[config.mk]
export PLATFORM = sky130hd
export DESIGN_NAME = rc_pulse_capture_decoder_unit_flat
export DESIGN_NICKNAME = d
export VERILOG_FILES = /design/src/rtl/rpcd_pkg.sv /design/src/rtl/rpcd_if.sv /design/src/rtl/rpcd_front.sv /design/src/rtl/rpcd_queue.sv /design/src/rtl/rpcd_back.sv /design/src/rtl/rc_pulse_capture_decoder_unit.sv /design/src/flat_wrapper.sv
export SDC_FILE = /design/constraint.sdc
export NUM_CORES = 1
export LEC_CHECK = 0
export ABC_AREA = 1
export BUFFER_PORTS_ARGS = -buffer_cell sky130_fd_sc_hd__buf_2
export CAP_MARGIN = 15
export CORE_MARGIN = 1.5
export CORE_UTILIZATION = 55
export CTS_BUF_LIST = sky130_fd_sc_hd__clkbuf_4 sky130_fd_sc_hd__clkbuf_8 sky130_fd_sc_hd__clkbuf_16
export DETAILED_ROUTE_END_ITERATION = 10
export PLACE_DENSITY = 0.76
export SYNTH_ARGS = -nofsm -noshare
export SYNTH_HDL_FRONTEND = slang
export SYNTH_SLANG_ARGS = --single-unit
[constraint.sdc]
create_clock -name clock -period 5.6 [get_ports clock]
set_input_delay 0.28 -clock clock [delete_from_list [all_inputs] [get_ports clock]]
set_output_delay 0.28 -clock clock [all_outputs]
set_load 0.02 [all_outputs]
[src/rtl/rpcd_pkg.sv]
// ---------------------------------------------------------------------------
// RC pulse capture decoder package
// Shared widths, register indexes, reset values and item classification types.
// ---------------------------------------------------------------------------
`default_nettype none

package rpcd_pkg;

   // Field widths fixed by the bus-facing item format
   localparam int CH_W     = 3;
   localparam int CAP_W    = 16;
   localparam int WIDTH_W  = 17;
   localparam int RATE_W   = 24;
   localparam int CLK_W    = 28;
   localparam int ADDR_W   = 4;
   localparam int DATA_W   = 32;

   // Defaults for the top-level parameters
   localparam int NUM_CHANNELS_DEF = 8;
   localparam int TIMER_BITS_DEF   = 16;

   // Rate arithmetic: rate = (CLOCK_MULT * bus_clock) / (RATE_DIVISOR * width)
   localparam int RATE_DIVISOR = 42;
   localparam int CLOCK_MULT   = 2;

   // Depth of the queue between the capture front and the rate back end
   localparam int QUEUE_DEPTH = 2;

   // Register reset values
   localparam logic [CLK_W-1:0]   BUS_CLOCK_RST = CLK_W'(42000000);
   localparam logic [WIDTH_W-1:0] MIN_WIDTH_RST = WIDTH_W'(600);
   localparam logic [WIDTH_W-1:0] MAX_WIDTH_RST = WIDTH_W'(2000);

   // Register indexes (byte address divided by four)
   localparam logic [1:0] REG_BUS_CLOCK = 2'd0;
   localparam logic [1:0] REG_MIN_WIDTH = 2'd1;
   localparam logic [1:0] REG_MAX_WIDTH = 2'd2;

   typedef enum logic [1:0] {
      EV_IGNORE,
      EV_START,
      EV_FINISH
   } event_kind_type;

   typedef struct packed {
      event_kind_type       kind;
      logic [CH_W-1:0]      channel;
   } item_ctrl_type;

endpackage

`default_nettype wire

[src/rtl/rpcd_if.sv]
// ---------------------------------------------------------------------------
// RC pulse capture decoder channel interfaces
// Valid/ready channels for capture events and for decoded results.
// ---------------------------------------------------------------------------
`default_nettype none

interface rpcd_req_if;
   logic                         valid;
   logic                         ready;
   logic [rpcd_pkg::CH_W-1:0]    channel;
   logic [rpcd_pkg::CAP_W-1:0]   capture_value;

   modport source (output valid, channel, capture_value, input ready);
   modport sink   (input valid, channel, capture_value, output ready);
endinterface

interface rpcd_rsp_if;
   logic                          valid;
   logic                          ready;
   logic [rpcd_pkg::CH_W-1:0]     out_channel;
   logic                          pulse_done;
   logic [rpcd_pkg::WIDTH_W-1:0]  pulse_width;
   logic [rpcd_pkg::RATE_W-1:0]   pulse_rate;

   modport source (output valid, out_channel, pulse_done, pulse_width, pulse_rate,
                   input ready);
   modport sink   (input valid, out_channel, pulse_done, pulse_width, pulse_rate,
                   output ready);
endinterface

`default_nettype wire

[src/rtl/rpcd_front.sv]
// ---------------------------------------------------------------------------
// RC pulse capture decoder front end
// Accepts capture beats, tracks the edge phase and rise stamp of each channel
// and classifies every beat, computing the raw width on a completing edge.
// ---------------------------------------------------------------------------
`default_nettype none

module rpcd_front #(
   parameter int NUM_CHANNELS = rpcd_pkg::NUM_CHANNELS_DEF,
   parameter int TIMER_BITS   = rpcd_pkg::TIMER_BITS_DEF
) (
   input  wire logic                   clock,
   input  wire logic                   reset,
   rpcd_req_if.sink                    req_if,
   input  wire logic                   queue_full,
   output      logic                   push,
   output      rpcd_pkg::item_ctrl_type push_ctrl,
   output      logic [TIMER_BITS:0]    push_raw
);

   localparam int CHW = (NUM_CHANNELS > 1) ? $clog2(NUM_CHANNELS) : 1;
   localparam int SB  = (TIMER_BITS < rpcd_pkg::CAP_W) ? TIMER_BITS : rpcd_pkg::CAP_W;

   logic                  waiting_ff [NUM_CHANNELS];
   logic [SB-1:0]         rise_ff    [NUM_CHANNELS];

   logic                  accept;
   logic                  ch_ok;
   logic [CHW-1:0]        ch_idx;
   logic [SB-1:0]         stamp;
   logic [TIMER_BITS-1:0] diff;

   assign req_if.ready = !queue_full && !reset;
   assign accept       = req_if.valid && req_if.ready;
   assign ch_ok        = int'(req_if.channel) < NUM_CHANNELS;
   assign ch_idx       = CHW'(req_if.channel);
   assign stamp        = req_if.capture_value[SB-1:0];
   assign diff         = TIMER_BITS'(stamp) - TIMER_BITS'(rise_ff[ch_idx]);

   always_comb begin
      push_ctrl.channel = req_if.channel;
      if (!ch_ok) begin
         push_ctrl.kind = rpcd_pkg::EV_IGNORE;
      end else if (!waiting_ff[ch_idx]) begin
         push_ctrl.kind = rpcd_pkg::EV_START;
      end else begin
         push_ctrl.kind = rpcd_pkg::EV_FINISH;
      end
      // Equal stamps mean a full timer period went by.
      if (diff == '0) begin
         push_raw = {1'b1, {TIMER_BITS{1'b0}}};
      end else begin
         push_raw = {1'b0, diff};
      end
   end

   assign push = accept;

   always_ff @(posedge clock) begin
      if (reset) begin
         for (int i = 0; i < NUM_CHANNELS; i++) begin
            waiting_ff[i] <= 1'b0;
            rise_ff[i]    <= '0;
         end
      end else if (accept && ch_ok) begin
         waiting_ff[ch_idx] <= !waiting_ff[ch_idx];
         if (!waiting_ff[ch_idx]) begin
            rise_ff[ch_idx] <= stamp;
         end
      end
   end

`ifndef NO_ASSERTIONS
   // Every accepted beat on a real channel flips that channel's edge phase.
   assert property (@(posedge clock) disable iff (reset)
      (!reset && accept && ch_ok) |=> (waiting_ff[$past(ch_idx)] != $past(waiting_ff[ch_idx])))
      else $error("edge phase did not toggle on an accepted beat");
`endif

endmodule

`default_nettype wire

[src/rtl/rpcd_queue.sv]
// ---------------------------------------------------------------------------
// RC pulse capture decoder item queue
// Short FIFO that decouples the capture front end from the rate back end.
// ---------------------------------------------------------------------------
`default_nettype none

module rpcd_queue #(
   parameter int DATA_W = 8,
   parameter int DEPTH  = rpcd_pkg::QUEUE_DEPTH
) (
   input  wire logic              clock,
   input  wire logic              reset,
   input  wire logic              push,
   input  wire logic [DATA_W-1:0] push_data,
   input  wire logic              pop,
   output      logic [DATA_W-1:0] pop_data,
   output      logic              empty,
   output      logic              full
);

   localparam int PTR_W = (DEPTH > 1) ? $clog2(DEPTH) : 1;
   localparam int CNT_W = $clog2(DEPTH + 1);

   logic [DATA_W-1:0] entry_ff [DEPTH];
   logic [PTR_W-1:0]  wr_ptr_ff, wr_ptr_in;
   logic [PTR_W-1:0]  rd_ptr_ff, rd_ptr_in;
   logic [CNT_W-1:0]  count_ff, count_in;

   assign empty    = (count_ff == '0);
   assign full     = (count_ff == CNT_W'(DEPTH));
   assign pop_data = entry_ff[rd_ptr_ff];

   always_comb begin
      wr_ptr_in = wr_ptr_ff;
      rd_ptr_in = rd_ptr_ff;
      count_in  = count_ff;
      if (push) begin
         wr_ptr_in = (wr_ptr_ff == PTR_W'(DEPTH - 1)) ? '0 : wr_ptr_ff + PTR_W'(1);
      end
      if (pop) begin
         rd_ptr_in = (rd_ptr_ff == PTR_W'(DEPTH - 1)) ? '0 : rd_ptr_ff + PTR_W'(1);
      end
      if (push && !pop) begin
         count_in = count_ff + CNT_W'(1);
      end else if (pop && !push) begin
         count_in = count_ff - CNT_W'(1);
      end
   end

   always_ff @(posedge clock) begin
      if (reset) begin
         wr_ptr_ff <= '0;
         rd_ptr_ff <= '0;
         count_ff  <= '0;
      end else begin
         wr_ptr_ff <= wr_ptr_in;
         rd_ptr_ff <= rd_ptr_in;
         count_ff  <= count_in;
      end
   end

   always_ff @(posedge clock) begin
      if (push) begin
         entry_ff[wr_ptr_ff] <= push_data;
      end
   end

`ifndef NO_ASSERTIONS
   assert property (@(posedge clock) disable iff (reset) push |-> !full)
      else $error("queue written while full");
   assert property (@(posedge clock) disable iff (reset) pop |-> !empty)
      else $error("queue read while empty");
`endif

endmodule

`default_nettype wire

[src/rtl/rpcd_back.sv]
// ---------------------------------------------------------------------------
// RC pulse capture decoder back end
// Holds the kept width and rate of each channel, works out the rate with a
// restoring divider one quotient bit a cycle and drives the result register.
// ---------------------------------------------------------------------------
`default_nettype none

module rpcd_back #(
   parameter int NUM_CHANNELS = rpcd_pkg::NUM_CHANNELS_DEF,
   parameter int TIMER_BITS   = rpcd_pkg::TIMER_BITS_DEF
) (
   input  wire logic                             clock,
   input  wire logic                             reset,
   input  wire logic [rpcd_pkg::CLK_W-1:0]       bus_clock_hz,
   input  wire logic [rpcd_pkg::WIDTH_W-1:0]     min_width,
   input  wire logic [rpcd_pkg::WIDTH_W-1:0]     max_width,
   input  wire logic                             q_empty,
   input  wire rpcd_pkg::item_ctrl_type          q_ctrl,
   input  wire logic [TIMER_BITS:0]              q_raw,
   output      logic                             pop,
   rpcd_rsp_if.source                            rsp_if
);

   localparam int CHW    = (NUM_CHANNELS > 1) ? $clog2(NUM_CHANNELS) : 1;
   localparam int RAW_W  = TIMER_BITS + 1;
   localparam int DEN_W  = RAW_W + $clog2(rpcd_pkg::RATE_DIVISOR + 1);
   localparam int NUM_W  = rpcd_pkg::CLK_W + $clog2(rpcd_pkg::CLOCK_MULT);
   localparam int REM_W  = NUM_W + 1;
   localparam int CMP_W  = (REM_W > DEN_W) ? REM_W : DEN_W;
   localparam int RCMP_W = (RAW_W > rpcd_pkg::WIDTH_W) ? RAW_W : rpcd_pkg::WIDTH_W;
   localparam int CNT_W  = $clog2(NUM_W);

   typedef enum logic [1:0] {
      S_IDLE,
      S_LOAD,
      S_DIV,
      S_EMIT
   } state_type;

   state_type                       state_ff, state_in;
   rpcd_pkg::item_ctrl_type         ctrl_ff, ctrl_in;
   logic [RAW_W-1:0]                raw_ff, raw_in;
   logic [DEN_W-1:0]                den_ff, den_in;
   logic [NUM_W-1:0]                quot_ff, quot_in;
   logic [NUM_W-1:0]                rem_ff, rem_in;
   logic [CNT_W-1:0]                cnt_ff, cnt_in;
   logic [rpcd_pkg::WIDTH_W-1:0]    wval_ff, wval_in;

   logic                            rsp_valid_ff, rsp_valid_in;
   logic [rpcd_pkg::CH_W-1:0]       rsp_channel_ff, rsp_channel_in;
   logic                            rsp_done_ff, rsp_done_in;
   logic [rpcd_pkg::WIDTH_W-1:0]    rsp_width_ff, rsp_width_in;
   logic [rpcd_pkg::RATE_W-1:0]     rsp_rate_ff, rsp_rate_in;

   logic [rpcd_pkg::WIDTH_W-1:0]    kept_width_ff [NUM_CHANNELS];
   logic [rpcd_pkg::RATE_W-1:0]     kept_rate_ff  [NUM_CHANNELS];
   logic                            kept_we;

   logic [REM_W-1:0]                rem_sh;
   logic [CMP_W-1:0]                rem_diff;
   logic                            rem_ge;
   logic                            out_free;
   logic                            in_range;
   logic [CHW-1:0]                  ch_idx;

   assign rem_sh   = {rem_ff, quot_ff[NUM_W-1]};
   assign rem_ge   = CMP_W'(rem_sh) >= CMP_W'(den_ff);
   assign rem_diff = CMP_W'(rem_sh) - CMP_W'(den_ff);
   assign out_free = !rsp_valid_ff || rsp_if.ready;
   assign in_range = (RCMP_W'(raw_ff) >= RCMP_W'(min_width))
                     && (RCMP_W'(raw_ff) <= RCMP_W'(max_width));
   assign ch_idx   = CHW'(ctrl_ff.channel);

   always_comb begin
      state_in       = state_ff;
      ctrl_in        = ctrl_ff;
      raw_in         = raw_ff;
      den_in         = den_ff;
      quot_in        = quot_ff;
      rem_in         = rem_ff;
      cnt_in         = cnt_ff;
      wval_in        = wval_ff;
      rsp_valid_in   = rsp_valid_ff && !rsp_if.ready;
      rsp_channel_in = rsp_channel_ff;
      rsp_done_in    = rsp_done_ff;
      rsp_width_in   = rsp_width_ff;
      rsp_rate_in    = rsp_rate_ff;
      pop            = 1'b0;
      kept_we        = 1'b0;
      unique case (state_ff)
         S_IDLE: begin
            if (!q_empty) begin
               pop      = 1'b1;
               ctrl_in  = q_ctrl;
               raw_in   = q_raw;
               state_in = S_LOAD;
            end
         end
         S_LOAD: begin
            if (ctrl_ff.kind == rpcd_pkg::EV_FINISH) begin
               den_in   = DEN_W'(raw_ff) * DEN_W'(rpcd_pkg::RATE_DIVISOR);
               quot_in  = NUM_W'(bus_clock_hz) * NUM_W'(rpcd_pkg::CLOCK_MULT);
               rem_in   = '0;
               cnt_in   = '0;
               wval_in  = in_range ? rpcd_pkg::WIDTH_W'(raw_ff) : '0;
               state_in = S_DIV;
            end else begin
               state_in = S_EMIT;
            end
         end
         S_DIV: begin
            // Numerator bits move out of the top of quot_ff while quotient
            // bits move in at the bottom.
            quot_in = {quot_ff[NUM_W-2:0], rem_ge};
            rem_in  = rem_ge ? NUM_W'(rem_diff) : NUM_W'(rem_sh);
            cnt_in  = cnt_ff + CNT_W'(1);
            if (cnt_ff == CNT_W'(NUM_W - 1)) begin
               state_in = S_EMIT;
            end
         end
         S_EMIT: begin
            if (out_free) begin
               rsp_valid_in   = 1'b1;
               rsp_channel_in = ctrl_ff.channel;
               rsp_done_in    = (ctrl_ff.kind == rpcd_pkg::EV_FINISH);
               if (ctrl_ff.kind == rpcd_pkg::EV_FINISH) begin
                  kept_we      = 1'b1;
                  rsp_width_in = wval_ff;
                  rsp_rate_in  = rpcd_pkg::RATE_W'(quot_ff);
               end else if (ctrl_ff.kind == rpcd_pkg::EV_START) begin
                  rsp_width_in = kept_width_ff[ch_idx];
                  rsp_rate_in  = kept_rate_ff[ch_idx];
               end else begin
                  rsp_width_in = '0;
                  rsp_rate_in  = '0;
               end
               state_in = S_IDLE;
            end
         end
         default: begin
            state_in = S_IDLE;
         end
      endcase
   end

   always_ff @(posedge clock) begin
      if (reset) begin
         state_ff     <= S_IDLE;
         rsp_valid_ff <= 1'b0;
      end else begin
         state_ff     <= state_in;
         rsp_valid_ff <= rsp_valid_in;
      end
      ctrl_ff        <= ctrl_in;
      raw_ff         <= raw_in;
      den_ff         <= den_in;
      quot_ff        <= quot_in;
      rem_ff         <= rem_in;
      cnt_ff         <= cnt_in;
      wval_ff        <= wval_in;
      rsp_channel_ff <= rsp_channel_in;
      rsp_done_ff    <= rsp_done_in;
      rsp_width_ff   <= rsp_width_in;
      rsp_rate_ff    <= rsp_rate_in;
   end

   always_ff @(posedge clock) begin
      if (reset) begin
         for (int i = 0; i < NUM_CHANNELS; i++) begin
            kept_width_ff[i] <= '0;
            kept_rate_ff[i]  <= '0;
         end
      end else if (kept_we) begin
         kept_width_ff[ch_idx] <= wval_ff;
         kept_rate_ff[ch_idx]  <= rpcd_pkg::RATE_W'(quot_ff);
      end
   end

   assign rsp_if.valid       = rsp_valid_ff;
   assign rsp_if.out_channel = rsp_channel_ff;
   assign rsp_if.pulse_done  = rsp_done_ff;
   assign rsp_if.pulse_width = rsp_width_ff;
   assign rsp_if.pulse_rate  = rsp_rate_ff;

`ifndef NO_ASSERTIONS
   // A new result only ever appears out of the emit step.
   assert property (@(posedge clock) disable iff (reset)
      $rose(rsp_valid_ff) |-> $past(state_ff == S_EMIT))
      else $error("result raised outside the emit step");
   // The divider runs its full count before the result is formed.
   assert property (@(posedge clock) disable iff (reset)
      (state_ff == S_DIV && cnt_ff != CNT_W'(NUM_W - 1)) |=> (state_ff == S_DIV))
      else $error("divider left early");
`endif

endmodule

`default_nettype wire

[src/rtl/rc_pulse_capture_decoder_unit.sv]
// A taken beat goes into the item queue, is popped into the back end's item
// register, passes the load step and, on a completing edge, the restoring
// divider, then the emit step registers its result once the output is free.
// The back end and its single divider take one beat at a time; a two-entry
// queue absorbs bursts. Reset is synchronous: registers return to defaults
// and all channel state (edge phase, rise stamp, kept width and rate) clears.
// ---------------------------------------------------------------------------
// RC pulse capture decoder top level
// Register block plus the capture front end, item queue and rate back end.
// ---------------------------------------------------------------------------
`default_nettype none

module rc_pulse_capture_decoder_unit #(
   parameter int NUM_CHANNELS = rpcd_pkg::NUM_CHANNELS_DEF,
   parameter int TIMER_BITS   = rpcd_pkg::TIMER_BITS_DEF
) (
   input  wire logic                          clock,
   input  wire logic                          reset,
   rpcd_req_if.sink                           req_if,
   rpcd_rsp_if.source                         rsp_if,
   input  wire logic                          csr_psel,
   input  wire logic                          csr_penable,
   input  wire logic                          csr_pwrite,
   input  wire logic [rpcd_pkg::ADDR_W-1:0]   csr_paddr,
   input  wire logic [rpcd_pkg::DATA_W-1:0]   csr_pwdata,
   output      logic [rpcd_pkg::DATA_W-1:0]   csr_prdata,
   output      logic                          csr_pready
);

   localparam int RAW_W  = TIMER_BITS + 1;
   localparam int CTRL_W = $bits(rpcd_pkg::item_ctrl_type);
   localparam int QW     = CTRL_W + RAW_W;

   logic [rpcd_pkg::CLK_W-1:0]    bus_clock_ff;
   logic [rpcd_pkg::WIDTH_W-1:0]  min_width_ff;
   logic [rpcd_pkg::WIDTH_W-1:0]  max_width_ff;
   logic                          csr_write;
   logic [1:0]                    reg_idx;

   logic                          push;
   rpcd_pkg::item_ctrl_type       push_ctrl;
   logic [RAW_W-1:0]              push_raw;
   logic                          pop;
   logic [QW-1:0]                 q_data;
   logic                          q_empty;
   logic                          q_full;

   assign csr_pready = 1'b1;
   assign csr_write  = csr_psel && csr_penable && csr_pwrite;
   assign reg_idx    = csr_paddr[3:2];

   always_ff @(posedge clock) begin
      if (reset) begin
         bus_clock_ff <= rpcd_pkg::BUS_CLOCK_RST;
         min_width_ff <= rpcd_pkg::MIN_WIDTH_RST;
         max_width_ff <= rpcd_pkg::MAX_WIDTH_RST;
      end else if (csr_write) begin
         unique case (reg_idx)
            rpcd_pkg::REG_BUS_CLOCK: bus_clock_ff <= csr_pwdata[rpcd_pkg::CLK_W-1:0];
            rpcd_pkg::REG_MIN_WIDTH: min_width_ff <= csr_pwdata[rpcd_pkg::WIDTH_W-1:0];
            rpcd_pkg::REG_MAX_WIDTH: max_width_ff <= csr_pwdata[rpcd_pkg::WIDTH_W-1:0];
            default: begin
            end
         endcase
      end
   end

   always_comb begin
      unique case (reg_idx)
         rpcd_pkg::REG_BUS_CLOCK: csr_prdata = rpcd_pkg::DATA_W'(bus_clock_ff);
         rpcd_pkg::REG_MIN_WIDTH: csr_prdata = rpcd_pkg::DATA_W'(min_width_ff);
         rpcd_pkg::REG_MAX_WIDTH: csr_prdata = rpcd_pkg::DATA_W'(max_width_ff);
         default:                 csr_prdata = '0;
      endcase
   end

   rpcd_front #(
      .NUM_CHANNELS (NUM_CHANNELS),
      .TIMER_BITS   (TIMER_BITS)
   ) u_front (
      .clock      (clock),
      .reset      (reset),
      .req_if     (req_if),
      .queue_full (q_full),
      .push       (push),
      .push_ctrl  (push_ctrl),
      .push_raw   (push_raw)
   );

   rpcd_queue #(
      .DATA_W (QW),
      .DEPTH  (rpcd_pkg::QUEUE_DEPTH)
   ) u_queue (
      .clock     (clock),
      .reset     (reset),
      .push      (push),
      .push_data ({push_ctrl, push_raw}),
      .pop       (pop),
      .pop_data  (q_data),
      .empty     (q_empty),
      .full      (q_full)
   );

   rpcd_back #(
      .NUM_CHANNELS (NUM_CHANNELS),
      .TIMER_BITS   (TIMER_BITS)
   ) u_back (
      .clock        (clock),
      .reset        (reset),
      .bus_clock_hz (bus_clock_ff),
      .min_width    (min_width_ff),
      .max_width    (max_width_ff),
      .q_empty      (q_empty),
      .q_ctrl       (rpcd_pkg::item_ctrl_type'(q_data[QW-1 -: CTRL_W])),
      .q_raw        (q_data[RAW_W-1:0]),
      .pop          (pop),
      .rsp_if       (rsp_if)
   );

endmodule

`default_nettype wire
[src/flat_wrapper.sv]
// flat-port wrapper written by rule: the top's interface ports become plain ports
module rc_pulse_capture_decoder_unit_flat 
#(
   parameter int NUM_CHANNELS = rpcd_pkg::NUM_CHANNELS_DEF,
   parameter int TIMER_BITS   = rpcd_pkg::TIMER_BITS_DEF
)
  (clock, reset, csr_psel, csr_penable, csr_pwrite, csr_paddr, csr_pwdata, csr_prdata, csr_pready, req_if_valid, req_if_channel, req_if_capture_value, req_if_ready, rsp_if_valid, rsp_if_out_channel, rsp_if_pulse_done, rsp_if_pulse_width, rsp_if_pulse_rate, rsp_if_ready);
  rpcd_req_if req_if_i ();
  rpcd_rsp_if rsp_if_i ();
  input  wire logic clock;
  input  wire logic reset;
  input  wire logic csr_psel;
  input  wire logic csr_penable;
  input  wire logic csr_pwrite;
  input  wire logic [rpcd_pkg::ADDR_W-1:0] csr_paddr;
  input  wire logic [rpcd_pkg::DATA_W-1:0] csr_pwdata;
  output      logic [rpcd_pkg::DATA_W-1:0] csr_prdata;
  output      logic csr_pready;
  input wire logic [$bits(req_if_i.valid)-1:0] req_if_valid;
  input wire logic [$bits(req_if_i.channel)-1:0] req_if_channel;
  input wire logic [$bits(req_if_i.capture_value)-1:0] req_if_capture_value;
  output wire logic [$bits(req_if_i.ready)-1:0] req_if_ready;
  output wire logic [$bits(rsp_if_i.valid)-1:0] rsp_if_valid;
  output wire logic [$bits(rsp_if_i.out_channel)-1:0] rsp_if_out_channel;
  output wire logic [$bits(rsp_if_i.pulse_done)-1:0] rsp_if_pulse_done;
  output wire logic [$bits(rsp_if_i.pulse_width)-1:0] rsp_if_pulse_width;
  output wire logic [$bits(rsp_if_i.pulse_rate)-1:0] rsp_if_pulse_rate;
  input wire logic [$bits(rsp_if_i.ready)-1:0] rsp_if_ready;
  assign req_if_i.valid = req_if_valid;
  assign req_if_i.channel = req_if_channel;
  assign req_if_i.capture_value = req_if_capture_value;
  assign req_if_ready = req_if_i.ready;
  assign rsp_if_valid = rsp_if_i.valid;
  assign rsp_if_out_channel = rsp_if_i.out_channel;
  assign rsp_if_pulse_done = rsp_if_i.pulse_done;
  assign rsp_if_pulse_width = rsp_if_i.pulse_width;
  assign rsp_if_pulse_rate = rsp_if_i.pulse_rate;
  assign rsp_if_i.ready = rsp_if_ready;
  rc_pulse_capture_decoder_unit #(.NUM_CHANNELS(NUM_CHANNELS), .TIMER_BITS(TIMER_BITS)) u_core (.clock(clock), .reset(reset), .req_if(req_if_i), .rsp_if(rsp_if_i), .csr_psel(csr_psel), .csr_penable(csr_penable), .csr_pwrite(csr_pwrite), .csr_paddr(csr_paddr), .csr_pwdata(csr_pwdata), .csr_prdata(csr_prdata), .csr_pready(csr_pready));
endmodule
* Word-level counts from Yosys, hierarchy flattened
Memories as Yosys holds them, arrays and structs flattened. A register that Yosys moved wholly into a read port is not among the register bits.
Index checks and enable logic that the tools add are counted.
** Word-level totals
- Output and inout port bits :: 80
- Register bits :: 216
- Word-level logic and storage cells :: 136
- RAM bits :: 508
- Memories kept :: 5
- Input port bits :: 62
** Memory list
- u_core.u_back.kept_rate_ff :: depth 8, bits a word 24, rd ports 1, clocked after Yosys merged registers in 0, write ports 8, line rpcd_back.sv:56 : logic [rpcd_pkg::RATE_W-1:0] kept_rate_ff [NUM_CHANNELS];
- u_core.u_back.kept_width_ff :: depth 8, bits a word 17, rd ports 1, clocked after Yosys merged registers in 0, write ports 8, line rpcd_back.sv:55 : logic [rpcd_pkg::WIDTH_W-1:0] kept_width_ff [NUM_CHANNELS];
- u_core.u_front.rise_ff :: depth 8, bits a word 16, rd ports 1, clocked after Yosys merged registers in 0, write ports 8, line rpcd_front.sv:25 : logic [SB-1:0] rise_ff [NUM_CHANNELS];
- u_core.u_queue.entry_ff :: depth 2, bits a word 22, rd ports 1, clocked after Yosys merged registers in 1, write ports 1, line rpcd_queue.sv:24 : logic [DATA_W-1:0] entry_ff [DEPTH];
- u_core.u_front.waiting_ff :: depth 8, bits a word 1, rd ports 1, clocked after Yosys merged registers in 0, write ports 8, line rpcd_front.sv:24 : logic waiting_ff [NUM_CHANNELS];
** Cells by class
- Reductions and logical operators :: 34
- Multiply operators :: 1
- Multiplexer cells :: 55
- Bitwise operators :: 1
- Equality and inequality tests :: 13
- Magnitude comparators :: 3
- Add/sub/neg operators :: 7
** Operators with widths (count)
- $pmux 29 s2 :: 2
- $mux 29 :: 3
- $pmux 28 s3 :: 1
- $mux 24 :: 3
- $mux 17 :: 4
- $ge 30x23->1 :: 1
- $sub 29x23->29 :: 1
- $mux 1 :: 28
- $reduce_or 24->1 :: 1
- $mul 17x5->22 const B :: 1
- $ge 17x17->1 :: 1
- $le 17x17->1 :: 1
- $reduce_or 17->1 :: 1
- $logic_not 16->1 :: 1
- $mux 16 :: 1
- $reduce_or 16->1 :: 1
- $sub 16x16->16 :: 1
- $reduce_and 2->1 :: 7
- $mux 2 :: 6
- $mux 3 :: 4
- $eq 2x2->1 const B :: 5
- $pmux 5 s2 :: 1
- $logic_and 1x1->1 :: 8
- $ne 2x2->1 const B :: 4
- 15 further kinds :: 27

* Depth between registers and ports, before layout
Gate-level depths: netlist of run 1.
- Word-level depth :: 9
- Mapped depth :: 23
- Depth with buffers taken out :: 23

* Hierarchy
Synthesis of run 1 repeated with hierarchy kept, for this count alone.
** Second synthesis, totals
- Cell total of the unflattened synthesis :: 3913
- Area total of the unflattened synthesis :: 38137.8 um^2
** By module, submodules not included
- rpcd_back :: cells an instance 2614, area each 26465.4 um^2, instances 1, seq. area each 15044.4 um^2
- rpcd_front :: cells an instance 742, area each 6935.4 um^2, instances 1, seq. area each 4083.9 um^2
- rc_pulse_capture_decoder_unit :: cells an instance 456, area each 2919.0 um^2, instances 1, seq. area each 1241.2 um^2
- rpcd_queue :: cells an instance 101, area each 1818.0 um^2, instances 1, seq. area each 1421.4 um^2

* Worst setup path after synthesis of run 1
Ideal clock, no wire load.
- Path type :: register to register
- Start point :: register u_core.u_back.ctrl_ff[3] (netlist name)
- End point :: register u_core.u_back.cnt_ff[0], enable pin
- Library setup time :: 0.497 ns
- Stages on the path, launching flop included :: 6
- Arrival time :: 4.390 ns
- Path buffers :: 1
- Slack :: 0.713 ns
- Data required time :: 5.103 ns
- Path through :: edfxtp_1 -> nor2_1 -> inv_1 -> clkbuf_1 -> nor2_1 -> o21bai_1
** Between the ends
- Cells in the longest elaborated chain, start to end :: 3
** RTL lines
- start, declared :: line rpcd_back.sv:41 : rpcd_pkg::item_ctrl_type ctrl_ff, ctrl_in;
- start signal, assigned :: line rpcd_back.sv:154 : ctrl_ff <= ctrl_in;
- $eq 2x2->1 :: line rpcd_back.sv:100 : if (ctrl_ff.kind == rpcd_pkg::EV_FINISH) begin
- $ne 2x2->1 (no source line)
- $reduce_and 2->1 (no source line)
- end signal, assigned :: line rpcd_back.sv:159 : cnt_ff <= cnt_in;
- end, declared :: line rpcd_back.sv:46 : logic [CNT_W-1:0] cnt_ff, cnt_in;
Every way passes these cells.
A chain may end at the register's enable or synchronous reset.

==> impl_metrics.csv, run 1 <==
group,metric,value,unit
sta,drv_slew,0,
pwr,power,19.9,mW
sta,hold_viol,0,
routing,via_per_inst,5.80,
setup_path,crit_buf_inv,3,
pwr,p_leak,17.1,nW
sta,worstMarginPinSlew,1.02,ns
routing,wire_per_inst,20.8,µm
floorplanning,start_util,55.7,%
yosys,avgSynthCellArea,9.85,µm²
place,numPortBuffers,130,
clock_tree,clock-sinks,746,
routing,wl,98200,µm
routing,num_vias,27300,
global_route,grt_max_degree,83,
floorplanning,fp.dieH,259,µm
place,gp_congestion,0.924,
setup_path,cpPeakStageDelay,0.94,ns
routing,drcViolationCount,0,
global_route,grt_pass1_vias,25800,
floorplanning,ios,142,
yosys,syn_area,36000,µm²
worst_hold_path,min_path_type,"in -> reg",
yosys,synth_area_leaders,"edfxtp_1, nand2_1, nor2_1",
global_route,met1_usage,39.9,%
pwr,ir_worst_vdd,0.503,mV
clock_tree,htree_levels,3,
global_route,grt.met3_usage,6.03,%
setup_path,path_class,"in -> reg",
clock_tree,clockRootBuffer,"clkbuf_16",
sta,clock.fmax,267,MHz
setup_path,crit_path_start_kind,"primary input",
routing,first_iter_violations,3156,
yosys,yosysUniqueCellTypes,49,
status,status,"finished, final reports clean",
floorplanning,core-area,64600,µm²
setup_path,required,5.85,ns
yosys,netlist.area_leader.share,56.5,%
yosys,synth_cells,3652,
yosys,synthFlopType,"edfxtp_1",
yosys,async_reset_ff_share,0,%
place,hpwl,60700,µm
pwr,power_density,493,nW/µm²
global_route,met2_usage,46.7,%
yosys,yosysMostFrequentCell,"nand2_1",
clock_tree,cts_tree,"done",
yosys,synthTopCellsByCount,"nand2_1, edfxtp_1, nor2_1",
setup_path,worstPathMaxFanout,18,
floorplanning,num_rows,93,
setup_path,cp_top_family,"simple AND/OR/NAND/NOR gates",
setup_path,critPathArrivalTime,4.00,ns
yosys,yosys_register_bits,746,
sta,fin_setup_tns,0,ns
cells_and_area,design_area,40400,µm²
cells_and_area,fin_nets,4002,
cells_and_area,final_util,62.6,%
routing,ant_nets,0,
setup_path,crit_slowest_cell,"a221oi_4",
sta,finalClockSkew,0.0336,ns
clock_tree,ctsLongestPathBuffers,3,
flow_run,maxCapViolations,0,
floorplanning,die_w,259,µm
yosys,synth_edf_count,677,
floorplanning,die_area,66900,µm²
cells_and_area,area_growth,12.4,%
clock_tree,cts_resized,0,
global_route,grt_antenna_before_repair,3,
sta,final.min_clock_period,3.75,ns
setup_path,end_kind,"register",
yosys,yosysWarnings,0,
routing,dr.pass1.iters,6,
global_route,grtUsageTotal,29.1,%
sta,period_share,66.9,%
yosys,yosysTopAreaCell,"edfxtp_1",
sta,setup_viol,0,
sta,grt_setup_unrepaired,"no",
global_route,overflow,0,
clock_tree,clk_pin_slew,0.06,ns
cells_and_area,drive_gt1_share,9.52,%
sta,slew_headroom,31.9,%
sta,hold_ws,0.0539,ns
global_route,grt_pass1_wl,148000,µm
clock_tree,cts_inserted_buffers,78,
setup_path,crit_chain,"dlygate4sd3_1 > buf_2 > nor2_2 > nand2_2 > inv_1 > a221oi_4 > nand3_4 > nand2_1",
yosys,ys_seq_area_share,60.4,%
global_route,busiest_layer,"met2",
clock_tree,clk_latency,0.65,ns
place,place_area,37500,µm²
metrics by stage:
stage / instances / setup slack, ns
floorplan: 3655 / 0.713
global placement: 4539 / 1.75
detailed placement: 4539 / 1.65
CTS: 4706 / 1.92
global route: 4710 / 1.58
finish: 4710 / 1.85
flip-flops by register name, indices dropped and copies added (netlist names), 2 cells and up:
register,flops
u_core.u_back.kept_rate_ff,192
u_core.u_back.kept_width_ff,136
u_core.u_front.rise_ff,128
u_core.u_queue.entry_ff,44
u_core.u_back.quot_ff,29
u_core.u_back.rem_ff,29
u_core.bus_clock_ff,28
u_core.u_back.rsp_if.pulse_rate,24
u_core.u_back.den_ff,22
u_core.max_width_ff,17
u_core.min_width_ff,17
u_core.u_back.raw_ff,17
u_core.u_back.rsp_if.pulse_width,17
u_core.u_back.wval_ff,17
u_core.u_front.waiting_ff,8
u_core.u_back.cnt_ff,5
u_core.u_back.ch_idx,3
u_core.u_back.rsp_if.out_channel,3
u_core.u_back.ctrl_ff,2
u_core.u_back.state_ff,2
u_core.u_queue.count_ff,2
tightest hold or removal path, stage by stage:
cell and delay [ns]:
buf_2 0.16, o21ai_0 0.10, a21oi_1 0.10
path summary, 6_finish.rpt:
check | startpoint | endpoint | slack [ns] | cells after the start
max | req_if_channel[1] | u_core.u_front.rise_ff[3][14] | 1.85 | 8
min | csr_pwdata[1] | u_core.min_width_ff[1] | 0.05 | 3
max reg2reg | u_core.u_back.rem_ff[2] | u_core.u_back.rem_ff[9] | 1.92 | 15
min reg2reg | u_core.bus_clock_ff[0] | u_core.bus_clock_ff[0] | 0.49 | 2
cells by family (layout without fill, tap and decap cells):
family,after synthesis,count (layout),synth area share [%]
AO/OA/AOI/OAI,471,471,8.28
XOR/XNOR,26,26,0.633
adder cells (fa/ha/maj),146,146,5.37
buffers and inverters,594,793,6.42
flip-flops,746,746,60.4
other,2,6,0.0209
AND/OR/NAND/NOR,1667,1667,18.9
power by group:
part	switching [mW]	leakage, nW	internal, mW
Sequential	0.423	7.33	7.04
Combinational	4.87	8.45	2.34
Clock	2.19	1.30	3.06
layout make-up:
| class | count | area (µm²) |
|---|---|---|
| clock inverters | 42 | 425 |
| well taps | 855 | 1070 |
| inverters | 451 | 1690 |
| multi-input cells | 2315 | 12000 |
| flip-flops and latches | 746 | 21700 |
| diodes | 1 | 2.50 |
| repair buffers | 202 | 1280 |
| fillers | 5061 | 24200 |
| clock buffers | 98 | 2190 |
routing by layer:
layer / vias to the layer above / part of all wire, %
met3: 216 / 12
met2: 1593 / 46
li1: 12600 / -
met5: - / 0.013
met4: 2 / 2.7
met1: 12900 / 39
cells in the final DEF (no fill, tap or decap), types with 14 or more instances in the layout:
master         count
fa_1              14
nand3b_1          25
o211ai_1          28
o21ai_0          163
o221ai_1          16
buf_2            130
nand2_1          781
clkinv_1          53
clkbuf_16         81
a21oi_1          118
edfxtp_1         677
inv_1            394
dfxtp_1           69
a22o_1            25
xor2_1            22
dlygate4sd3_1     27
inv_2             17
buf_4             43
a22oi_1           53
a221oi_1          38
ha_1             131
nand4_1           54
nand3_1           94
nand2_2           20
nor2_1           654
repair_timing:
| action | in CTS | in global routing |
|---|---|---|
| hold buffers | 27 | 0 |
| buffers inserted | 0 | 0 |
| hold endpoints to repair | 56 | 0 |
Note: power is estimated with default switching activity, not from simulation.
==> inputs of run 2 (changes only) <==
ABC_AREA = 0   (was 1)
clock period = 3.7 ns   (was 5.6 ns; I/O delays follow)
==> run 2 against run 1 <==
- die area is 1.5% lower
- clock skew about the same
- register-to-register slack worse by 1.8 ns
- area after synthesis decreased by 1.5%
- worst setup slack lost 1.7 ns
- design area is 0.17% higher
- highest routed layer is now met4
- critical path depth grew 7
- via count down 12%
- clock power rose by 41%
- worst hold slack improved by 0.020 ns
- critical endpoint is now u_core.u_back.den_ff[22]
==> impl_metrics.csv, run 2 <==
group,metric,value,unit
floorplanning,num_rows,92,
clock_tree,cts_tree,"done",
setup_path,reg2reg_slack,0.12,ns
yosys,ys_seq_area_share,61.3,%
pwr,p_leak,15.5,nW
yosys,netlist.area_leader.share,57.4,%
floorplanning,start_util,55.9,%
pwr,ir_worst_vdd,0.572,mV
global_route,overflow,0,
sta,clock.fmax,279,MHz
setup_path,crit_path_start_kind,"register",
clock_tree,cts_inserted_buffers,77,
sta,setup_viol,0,
setup_path,crit_chain,"ha_1 > ha_1 > inv_1 > fa_1 > inv_1 > ha_1 > nand2_1 > o211ai_1 > nand3_2 > a311oi_2 > o21a_1 > o21ai_0 > nand2b_1 > a21oi_2 > xnor2_1",
sta,hold_viol,0,
clock_tree,clk_latency,0.64,ns
global_route,grt_max_degree,86,
setup_path,worstRegToRegCells,15,
place,hpwl,57400,µm
sta,period_share,96.7,%
yosys,yosys_register_bits,746,
pwr,power_density,709,nW/µm²
setup_path,crit_top_cell,"ha_1",
yosys,yosysWarnings,0,
setup_path,critPathArrivalTime,3.96,ns
sta,final.min_clock_period,3.58,ns
cells_and_area,fin_nets,3227,
sta,finalClockSkew,0.0335,ns
sta,worst_slack,0.121,ns
routing,via_per_inst,6.10,
worst_hold_path,hold_end,"u_core.u_queue.entry_ff[0][17]",
global_route,grtUsageTotal,28.0,%
cells_and_area,largest_reg_flops,192,
cells_and_area,reg_top3,"u_core.u_back.kept_rate_ff (192), u_core.u_back.kept_width_ff (136), u_core.u_front.rise_ff (128)",
clock_tree,clock-sinks,746,
setup_path,cpPeakStageDelay,0.50,ns
floorplanning,die_w,257,µm
cells_and_area,mostFrequentLayoutCells,"edfxtp_1, and2_1, a22oi_1",
routing,num_vias,23900,
yosys,synthTopCellsByCount,"edfxtp_1, and2_1, a22oi_1",
setup_path,crit_buf_inv,2,
setup_path,crit_slowest_cell,"fa_1",
setup_path,cp_top_family,"adder cells",
setup_path,end_kind,"register",
cells_and_area,drive_gt1_share,15.6,%
yosys,yosysUniqueCellTypes,73,
setup_path,r2r_end,"u_core.u_back.den_ff[22]",
clock_tree,clockRootBuffer,"clkbuf_16",
flow_run,maxCapViolations,0,
sta,drv_slew,0,
setup_path,worstPathMaxFanout,5,
global_route,grt_pass1_vias,24200,
worst_hold_path,min_path_type,"in -> reg",
yosys,avgSynthCellArea,12.6,µm²
sta,slew_headroom,26.2,%
cells_and_area,regMostFlops,"u_core.u_back.kept_rate_ff",
worst_hold_path,hp-start,"req_if_channel[0]",
pwr,power,28.7,mW
clock_tree,ctsLongestPathBuffers,3,
yosys,syn_area,35400,µm²
global_route,grt_antenna_before_repair,0,
clock_tree,htree_levels,3,
yosys,synth_area_leaders,"edfxtp_1, and2_1, ha_1",
cells_and_area,mostFrequentLayoutCell,"edfxtp_1",
routing,drcViolationCount,0,
place,gp_congestion,0.908,
yosys,synth_cells,2808,
routing,dr.pass1.iters,5,
routing,wl,92200,µm
yosys,yosysMostFrequentCell,"edfxtp_1",
routing,first_iter_violations,2705,
routing,ant_nets,0,
place,numPortBuffers,130,
floorplanning,fp.dieH,257,µm
place,dp_slack,-0.162,ns
routing,wire_per_inst,23.5,µm
setup_path,path_class,"reg -> reg",
global_route,grt_pass1_wl,141000,µm
sta,hold_ws,0.0741,ns
yosys,yosysTopAreaCell,"edfxtp_1",
floorplanning,die_area,65900,µm²
cells_and_area,area_growth,14.3,%
worst_hold_path,hold_depth,2,
floorplanning,core-area,63300,µm²
floorplanning,ios,142,
setup_path,r2r_start,"u_core.u_back.raw_ff[3]",
yosys,async_reset_ff_share,0,%
yosys,synth_edf_count,677,
setup_path,required,4.08,ns
sta,worstMarginPinSlew,1.11,ns
clock_tree,clk_pin_slew,0.06,ns
yosys,synthFlopType,"edfxtp_1",
status,status,"finished, final reports clean",
==> run 2: cell types whose count changed in the layout (fill, tap and decap cells not counted), moves of 56 or more <==
| cell | before | now |
|---|---|---|
| a22oi_1 | 53 | 157 |
| and2_1 | 3 | 474 |
| buf_4 | 43 | 109 |
| inv_1 | 394 | 137 |
| nand2_1 | 781 | 147 |
| nand3_1 | 94 | 38 |
| nor2_1 | 654 | 79 |
| o21ai_0 | 163 | 47 |
==> run 2: how the worst max path moves through the flow <==
stage	slack, ns	to	depth (start not counted)	start
after floorplan	0.09	u_core.u_queue.entry_ff[0][16]	15	req_if_channel[1]
after global placement	0.01	u_core.u_queue.entry_ff[0][16]	16	req_if_channel[0]
after detailed placement	-0.16	u_core.u_queue.entry_ff[1][16]	16	req_if_channel[0]
after CTS	0.005	u_core.u_queue.entry_ff[0][16]	13	u_core.u_front.rise_ff[4][2]
after global routing	-0.08	u_core.u_back.den_ff[22]	15	u_core.u_back.raw_ff[3]
final	0.12	u_core.u_back.den_ff[22]	15	u_core.u_back.raw_ff[3]
==> run 2: area by class of cell <==
| cell class | instances | area [µm²] |
|---|---|---|
| Fill cell | 4712 | 22800 |
| Timing Repair Buffer | 289 | 2040 |
| Clock inverter | 46 | 345 |
| Inverter | 139 | 522 |
| Tap cell | 846 | 1060 |
| Clock buffer | 92 | 2050 |
| Antenna cell | 1 | 2.50 |
| Sequential cell | 746 | 21700 |
| Multi-Input combinational cell | 1766 | 12700 |
==> run 2: where the power goes <==
part	leakage (nW)	internal, mW	switching [mW]	total (mW)
Sequential	7.31	10.6	0.686	11.3
Combinational	7.00	4.13	5.91	10.0
Clock	1.19	4.13	3.28	7.41
Total	15.5	18.8	9.88	28.7
==> run 2: what timing repair did <==
item / in CTS / in global routing
buffers inserted: 0 / 9
hold endpoints to repair: 175 / 0
endpoints found under the setup margin: 1 / 4
resized for setup: 1 / 9
hold buffers: 44 / 0
pin swaps: 0 / 2
==> run 2: layer usage <==
layer | up-vias | GRT usage (%) | part of all wire [%]
li1 | 10700 | - | -
met4 | 0 | 8.66 | 2.6
met2 | 1189 | 47.5 | 49
met5 | - | 0 | 0
met3 | 191 | 4.18 | 9.1
met1 | 11800 | 37.2 | 40
==> run 2: logic make-up after synthesis <==
| logic type | Yosys count | share of synthesized area [%] |
|---|---|---|
| and+or+nand+nor | 955 | 15.2 |
| DFF | 746 | 61.3 |
| AOI/OAI and AO/OA | 519 | 10.7 |
| buffers and inverters | 299 | 3.25 |
| adders and majority gates | 146 | 5.46 |
| muxes | 86 | 2.76 |
| xor gates and xnor gates | 55 | 1.36 |
| other | 2 | 0.0212 |
==> run 2: through the flow <==
| stage | instance area (µm²) | util [%] | TNS (ns) | cells |
|---|---|---|---|---|
| 2_1_floorplan | 35500 | - | 0 | 2811 |
| 3_3_place_gp | 37500 | 59.2 | 0 | 3732 |
| 3_5_place_dp | 37500 | 59.2 | -0.323 | 3732 |
| 4_1_cts | 40300 | 63.7 | 0 | 3914 |
| 5_1_grt | 40500 | 63.9 | -0.0772 | 3924 |
| 6_report | 40500 | 63.9 | 0 | 3925 |
